==> config.mk <==
export PLATFORM = sky130hd
export DESIGN_NAME = c3ad_merge
export DESIGN_NICKNAME = d
export VERILOG_FILES = /design/src/rtl/c3ad_pkg.sv /design/src/rtl/c3ad_merge.sv
export SDC_FILE = /design/constraint.sdc
export NUM_CORES = 1
export LEC_CHECK = 0
export BUFFER_PORTS_ARGS = -buffer_cell sky130_fd_sc_hd__buf_2
export CORE_MARGIN = 2
export CORE_UTILIZATION = 30
export CTS_BUF_LIST = sky130_fd_sc_hd__clkbuf_8
export DETAILED_ROUTE_END_ITERATION = 8
export PLACE_DENSITY_LB_ADDON = 0.25
export SLEW_MARGIN = 10
export SYNTH_ARGS = -nofsm -noshare
export SYNTH_HDL_FRONTEND = slang
export SYNTH_SLANG_ARGS = --single-unit
==> constraint.sdc <==
create_clock -name clk_i -period 8.8 [get_ports clk_i]
set_input_delay 0 -clock clk_i [delete_from_list [all_inputs] [get_ports clk_i]]
set_output_delay 0 -clock clk_i [all_outputs]
set_load 0.02 [all_outputs]
==> src/rtl/c3ad_pkg.sv <==
// ----------------------------------------------------------------------------
// c3ad_pkg
// Shared types and fixed constants for the complex3 axpy/dot accumulate unit.
// ----------------------------------------------------------------------------
package c3ad_pkg;

  localparam int SLOT_W  = 32;  // one half of a packed complex word
  localparam int WORD_W  = 64;  // packed complex word
  localparam int SCALE_W = 32;  // Q8.24 multiplier
  localparam int ACC_W   = 64;  // Q40.24 running sum
  localparam int FRAC_W  = 24;  // fraction bits of every fixed-point value
  localparam int HALF_LSB = 1 << (FRAC_W - 1);  // round-half-up constant

  // Pipeline control that rides along with each request
  typedef struct packed {
    logic vld;
    logic last;
  } ctl_t;

endpackage

==> src/rtl/c3ad_merge.sv <==
// ----------------------------------------------------------------------------
// c3ad_merge
// Combines the three lane sums into one rounded dot product, then adds it to
// the saturating running accumulator and holds the output register.
// ----------------------------------------------------------------------------
module c3ad_merge #(
  parameter int COMP_WIDTH = 32
) (
  input  logic                                clk_i,
  input  logic                                rst_ni,
  input  logic                                en_i,
  input  c3ad_pkg::ctl_t                      ctl_i,
  input  logic signed [2*COMP_WIDTH:0]        sum0_i,
  input  logic signed [2*COMP_WIDTH:0]        sum1_i,
  input  logic signed [2*COMP_WIDTH:0]        sum2_i,
  input  logic [2:0]                          lane_sat_i,
  input  logic [3*c3ad_pkg::WORD_W-1:0]       new_t_i,
  output logic                                m_valid_o,
  output logic [3*c3ad_pkg::WORD_W-1:0]       m_new_t_o,
  output logic [c3ad_pkg::ACC_W-1:0]          m_dot_sum_o,
  output logic                                m_last_o,
  output logic                                m_sat_o
);

  localparam int SumW = 2 * COMP_WIDTH + 1;
  localparam int TotW = SumW + 3;
  localparam int DotRW = TotW - c3ad_pkg::FRAC_W;
  localparam int AccXW = c3ad_pkg::ACC_W + 1;
  localparam logic signed [c3ad_pkg::ACC_W-1:0] AccMax =
    {1'b0, {(c3ad_pkg::ACC_W-1){1'b1}}};
  localparam logic signed [c3ad_pkg::ACC_W-1:0] AccMin =
    {1'b1, {(c3ad_pkg::ACC_W-1){1'b0}}};

  logic signed [TotW-1:0]             tot;
  logic signed [DotRW-1:0]            dot_q;
  c3ad_pkg::ctl_t                     ctl_e_q;
  logic                               sat_e_q;
  logic [3*c3ad_pkg::WORD_W-1:0]      t_e_q;

  logic signed [AccXW-1:0]            acc_x;
  logic                               acc_ovf;
  logic signed [c3ad_pkg::ACC_W-1:0]  acc_new;
  logic signed [c3ad_pkg::ACC_W-1:0]  acc_q;

  logic                               m_valid_q;
  logic [3*c3ad_pkg::WORD_W-1:0]      m_new_t_q;
  logic [c3ad_pkg::ACC_W-1:0]         m_dot_q;
  logic                               m_last_q;
  logic                               m_sat_q;

  // exact sum of all six products, rounded once (ties up)
  assign tot = TotW'(sum0_i) + TotW'(sum1_i) + TotW'(sum2_i)
             + TotW'(c3ad_pkg::HALF_LSB);

  always_ff @(posedge clk_i) begin
    if (en_i) begin
      dot_q   <= $signed(tot[TotW-1:c3ad_pkg::FRAC_W]);
      sat_e_q <= |lane_sat_i;
      t_e_q   <= new_t_i;
    end
  end

  always_comb begin
    acc_x   = AccXW'(acc_q) + AccXW'(dot_q);
    acc_ovf = acc_x[AccXW-1] ^ acc_x[AccXW-2];
    if (!acc_ovf) begin
      acc_new = acc_x[c3ad_pkg::ACC_W-1:0];
    end else if (acc_x[AccXW-1]) begin
      acc_new = AccMin;
    end else begin
      acc_new = AccMax;
    end
  end

  always_ff @(posedge clk_i or negedge rst_ni) begin
    if (!rst_ni) begin
      ctl_e_q   <= '0;
      m_valid_q <= 1'b0;
      acc_q     <= '0;
    end else if (en_i) begin
      ctl_e_q   <= ctl_i;
      m_valid_q <= ctl_e_q.vld;
      if (ctl_e_q.vld) begin
        acc_q <= ctl_e_q.last ? '0 : acc_new;
      end
    end
  end

  always_ff @(posedge clk_i) begin
    if (en_i && ctl_e_q.vld) begin
      m_new_t_q <= t_e_q;
      m_dot_q   <= acc_new;
      m_last_q  <= ctl_e_q.last;
      m_sat_q   <= sat_e_q | acc_ovf;
    end
  end

  assign m_valid_o   = m_valid_q;
  assign m_new_t_o   = m_new_t_q;
  assign m_dot_sum_o = m_dot_q;
  assign m_last_o    = m_last_q;
  assign m_sat_o     = m_sat_q;

  // a pass total leaves the accumulator cleared
  a_last_clears: assert property (@(posedge clk_i) disable iff (!rst_ni)
    m_valid_q && m_last_q |-> acc_q == '0)
    else $error("accumulator not cleared after last site");

  // a saturated sum must raise the flag
  a_acc_sat_flag: assert property (@(posedge clk_i) disable iff (!rst_ni)
    en_i && ctl_e_q.vld && acc_ovf |=> m_valid_q && m_sat_q)
    else $error("accumulator saturation not flagged");

endmodule

Yosys cells after proc, flatten, opt, wreduce, memory -nomap -nowiden. Cells that the tools add are included.

Reduce and logical (&&, ||, !) cells: 3. Muxes and demuxes: 3. Multipliers: 0. Bitwise operators: 2. Order comparisons: 0. $add $sub $neg: 4. Eq/ne operators: 0. Shift operators: 0. Div/mod/pow operators: 0.

Operators by type and width (number): $mux 64 (3); $add 67x25->68 const B (1); $add 66x65->67 (1); $add 65x65->66 (1); $add 64x44->65 (1); $reduce_or 3->1 (1); $reduce_and 2->1 (1); $logic_and 1x1->1 (1); $or 1x1->1 (1); $xor 1x1->1 (1).

RAM bits: 0. Input port bits: 395. Memories kept: 0. Logic and storage cells: 23. Register bits: 562. Output and inout port bits: 259. Bits in latches: 0. ROM bits: 0.

Depth between registers and ports, before layout.
Word-level depth: 4. Gate-level depth with buffers: 16. Depth with buffers taken out: 16.

Worst setup path after synthesis. OpenSTA, ideal clock, no wires.

Kind: flip-flop to flip-flop. Start point: register ctl_e_q[1] (netlist name). End point: register acc_q[34] (netlist name). Setup slack: 2.403 ns. Required time: 8.733 ns. Period minus slack after synthesis: 6.397 ns. Library setup time: 0.067 ns. Cell stages (with the launch flop): 7. Arrival: 6.330 ns. Buffers on the path: 1. Cell sequence: dfrtp_1 nand2_1 inv_1 nand2b_1 clkbuf_1 nor2_1 a221o_1.

Word-level cells in the longest chain between the ends: 1.

Ends and longest elaborated chain: start, declared (line c3ad_merge.sv:36) `c3ad_pkg::ctl_t ctl_e_q;`; start signal, assigned (line c3ad_merge.sv:81) `ctl_e_q <= ctl_i;`; $reduce_and 2->1 (no line); end signal, assigned (line c3ad_merge.sv:84) `acc_q <= ctl_e_q.last ? '0 : acc_new;`; end, declared (line c3ad_merge.sv:43) `logic signed [c3ad_pkg::ACC_W-1:0] acc_q;`.

No other way between the ends. A chain may end at the register's enable or synchronous reset.

Worst setup path after layout.
Start point: register dot_q[43]. End point: register acc_q[35] (netlist name).

Word-level cells in the longest chain between the ends: 4. Elaborated cells between the ends (all ways): 5. Those cells by class: 1 x add/sub; 3 x mux; 1 x bitwise.

Ends and longest elaborated chain: start, declared (line c3ad_merge.sv:35) `logic signed [DotRW-1:0] dot_q;`; start signal, assigned (line c3ad_merge.sv:57) `dot_q <= $signed(tot[TotW-1:c3ad_pkg::FRAC_W]);`; $add 64x44->65 * (line c3ad_merge.sv:64) `acc_x = AccXW'(acc_q) + AccXW'(dot_q);`; $mux 64 / $xor 1x1->1 (equally long branches) (line c3ad_merge.sv:68, c3ad_merge.sv:65); $mux 64 * (line c3ad_merge.sv:66) `if (!acc_ovf) begin`; $mux 64 * (line c3ad_merge.sv:84).

Every way passes the cells marked *; elsewhere a longest branch is shown, timed or not.

==> impl.org <==
** Run status
- Run status :: finished clean

** Critical path
- Critical path capture point type :: flop
- For the worst setup path, the data required time is 9.44 ns.
- Crit-path max FO :: 28
- The worst setup path is launched from a flop.
- Reg2Reg Depth :: 12
- Class of the most critical setup path :: flop to flop
- Data on the critical path arrives at its endpoint at about 5.2 ns.

** Timing
- Hold slack final :: roughly 0.056 ns
- Based on the critical path, the design can be clocked at up to roughly 220 MHz.
- Adding up every negative setup slack in the final design gives 0 ns.
- Final clock period utilization by the worst path :: a little over half
- Normalized max-slew margin :: about a third
- Setup repair after global routing left no endpoint under its margin.
- The clock period could shrink to approximately 4.6 ns.
- At the pin with the least slew margin, the transition time is between 1 and 1.5 ns.
- Setup violations remaining at the end of the flow were counted as 0.
- The worst path meets setup with around 4.2 ns of slack.
- The final hold violation count is 0.
- Clock Skews :: 0.0629 ns
- The max-slew violation total from the final report was 0.

** Clocking
- CTS placed an instance of sky130_fd_sc_hd__clkbuf_8 at the clock tree root.
- Post-CTS Setup Inserts :: 0
- Clock-pin slew was measured on the worst setup and hold paths at ~0.070 ns.
- Clock tree from TritonCTS :: built
- CTS resizes :: 0
- Number of CTS-inserted buffers :: between 90 and 100
- The clock passes through at most 3 buffers.
- The H-tree generated during clock tree synthesis spans 3 levels.
- The clock drives about 560 sinks.
- For the worst-skew pair, the clock arrives at the later sink with an insertion delay of approximately 0.72 ns.

** Synth
- Net Count, Synth :: between 2000 and 3000
- Number of synthesized register bits :: around 560
- Mean Syn Cell Area :: 12.7 um^2
- Number of library cell types mapped by synthesis :: between 70 and 80
- Synthesis produced a netlist whose cell count is between 2000 and 2500.
- The synthesized design contains 495 enable-type register cells.
- Yosys printed 0 warnings.
- In the synthesized netlist the async set-or-reset flop fraction comes to between 10% and 20%.
- Post-synthesis cell area :: roughly 28000 um^2
- The most used flip-flop cell after synthesis is sky130_fd_sc_hd__edfxtp_1.
- Of the synthesized area, sequential elements account for between 50% and 60%.

** Floorplan
- The floorplan step defined a die boundary enclosing ~96000 um^2.
- The floorplan has approximately 110 rows.
- Ports :: between 600 and 700
- The total area inside the core boundary comes to slightly above 90000 um^2.
- Die outline width :: 310 um
- Once the floorplan was initialized, standard cells occupied a little under a third of the core.
- In this run the vertical extent of the chip is just over 300 um.

** Detailed routing
- Wires add up to about 84 mm.
- # DRC :: 0
- Routed wirelength normalized by instance count :: 18.1 um
- After the first detailed-routing iteration, the DRC count stood at 1119.
- Number of nets with antenna violations after detailed routing :: 0
- Routed via count :: 20800
- Dividing the detail-routed via count by the number of cells gives between 4 and 5.
- The first detailed-routing pass ran for 6 iterations.

** Power and ir drop
- For this design the ratio of total power to cell area is 291 nW/um^2.
- VDD sags by at most slightly below 200 uV.
- Total chip power :: between 10 and 15 mW
- Summed over all cells, the static leakage comes to about 17 nW.

** Layout
- Final layout net count :: between 3000 and 4000
- After filler insertion, the fill cell instance count of the layout stands at just under 9000.
- Layout overhead on the synthesized area :: 37.2%
- Most frequent standard cell in the layout excluding fill and tap cells :: sky130_fd_sc_hd__buf_2
- Layout cells sized above 1 :: 25.0%
- In the layout the commonest cells are sky130_fd_sc_hd__buf_2, sky130_fd_sc_hd__edfxtp_1, sky130_fd_sc_hd__dlygate4sd3_1.

** Global routing
- The total overflow left after global routing is 0.
- The number of antenna violations at the first check in global routing was 11.
- The number of global-route vias before repair was approximately 21000.
- Entering global routing, the biggest net connects between 100 and 150 pins.
- Global router's overall resource usage :: between 15 and 20%
- Wire length of the first global-routing pass :: 124 mm

** Placement
- Half-perimeter wire length after placement :: slightly above 60 mm
- Prior to clock tree synthesis, the placed netlist has a worst setup slack of between 4 and 5 ns.
- At the end of routability-driven placement, the weighted congestion stood at roughly 0.86.
- Input/output buffers :: 653

** Worst hold path
- Type of the most critical hold path :: primary input to async pin

** Job
- Count of maximum capacitance violations :: 0
## per-stage QoR
| stage | utilization [%] | instances | instance area [um^2] |
|---|---|---|---|
| 2_1_floorplan | - | 2207 | 28000 |
| 3_3_place_gp | 35.2 | 4066 | 32700 |
| 3_5_place_dp | 35.2 | 4066 | 32700 |
| 4_1_cts | 41.3 | 4604 | 38400 |
| 5_1_grt | 41.4 | 4610 | 38400 |
| 6_report | 41.4 | 4613 | 38400 |
## synth_stat cells (22+ instances only)
library cell	number	area share [%]
sky130_fd_sc_hd__a211o_1	46	1.4
sky130_fd_sc_hd__a21o_1	53	1.4
sky130_fd_sc_hd__a21oi_1	149	2.7
sky130_fd_sc_hd__clkbuf_1	41	0.55
sky130_fd_sc_hd__dfrtp_1	67	6.0
sky130_fd_sc_hd__edfxtp_1	495	53
sky130_fd_sc_hd__fa_1	65	4.6
sky130_fd_sc_hd__ha_1	193	8.6
sky130_fd_sc_hd__inv_1	314	4.2
sky130_fd_sc_hd__nand2_1	113	1.5
sky130_fd_sc_hd__nand3_1	22	0.39
sky130_fd_sc_hd__nand4_1	33	0.74
sky130_fd_sc_hd__nor2_1	76	1.0
sky130_fd_sc_hd__nor3_1	51	0.91
sky130_fd_sc_hd__o21ai_0	114	2.0
sky130_fd_sc_hd__o21bai_1	27	0.72
sky130_fd_sc_hd__xnor2_1	51	1.6
sky130_fd_sc_hd__xor2_1	50	1.6
## registers in the layout, indices dropped and copies added (netlist names), 2 cells and up
| signal | flops |
|---|---|
| t_e_q | 192 |
| acc_q | 64 |
| m_dot_sum_o | 64 |
| ctl_e_q | 2 |
| dot_q | 44 |
| m_new_t_o | 192 |
## where the power goes
| group | switching [mW] | internal (mW) | total (mW) | leakage [nW] |
|---|---|---|---|---|
| logic | 3.00 | 1.76 | 4.76 | 10.5 |
| clock network | 1.13 | 1.45 | 2.58 | 1.15 |
| registers | 0.229 | 3.63 | 3.86 | 5.61 |
| total | 4.36 | 6.84 | 11.2 | 17.3 |
## cells by family after synthesis
kind of cell | synth area share, %
AO/OA/AOI/OAI | 12.5
XOR/XNOR | 3.16
adder cells (fa/ha/maj) | 13.3
buffers and inverters | 5.26
flip-flops | 59.1
multiplexers | 0.161
AND/OR/NAND/NOR | 6.54
## area by class of cell
cell class | instances | area (um^2) | area share, %
multi-input combinational | 1269 | 10000 | 26.0
sequential | 562 | 16500 | 43.0
tap | 1254 | 1570 | 4.08
clock buffer | 102 | 1400 | 3.65
clock inverter | 77 | 704 | 1.83
timing repair buffer | 1026 | 6990 | 18.2
antenna | 8 | 20.0 | 0.0521
inverter | 315 | 1190 | 3.10
## metal layers
layer  vias up  GRT usage, %  part of all wire, %
met5         -             0                0.030
met3       110          4.34                  7.5
met1      9931          20.4                   41
met4         4          5.08                  2.2
li1      10100             -                    -
met2       630          29.7                   49
## worst max-delay path, cell delays in order, from the launching register on
cell and delay [ns]:
sky130_fd_sc_hd__edfxtp_1 0.96, sky130_fd_sc_hd__ha_1 0.42, sky130_fd_sc_hd__a21oi_1 0.21, sky130_fd_sc_hd__o2111a_1 0.22
sky130_fd_sc_hd__a21oi_1 0.09, sky130_fd_sc_hd__a211oi_1 0.31, sky130_fd_sc_hd__o41ai_2 0.21, sky130_fd_sc_hd__a221oi_4 0.50
sky130_fd_sc_hd__and2_4 0.27, sky130_fd_sc_hd__mux2i_4 0.08, sky130_fd_sc_hd__nor2_4 0.58, sky130_fd_sc_hd__buf_4 0.49
sky130_fd_sc_hd__a221o_1 0.18
## path summary, 6_finish.rpt
kind                              start              to  slack, ns
max                           dot_q[43]       acc_q[35]       4.21
min                              rst_ni       acc_q[41]       0.06
max reg2reg                   dot_q[43]       acc_q[35]       4.21
min reg2reg                  t_e_q[180]  m_new_t_o[180]       0.38
max in group asynchronous        rst_ni      ctl_e_q[1]       7.68
min in group clk_i         new_t_i[166]      t_e_q[166]       0.07
## what timing repair did
action	in CTS	in global routing
endpoints found under the setup margin	0	0
endpoints found under the hold margin	326	1
hold buffers	359	1
Note: power is estimated with default switching activity, not from simulation.
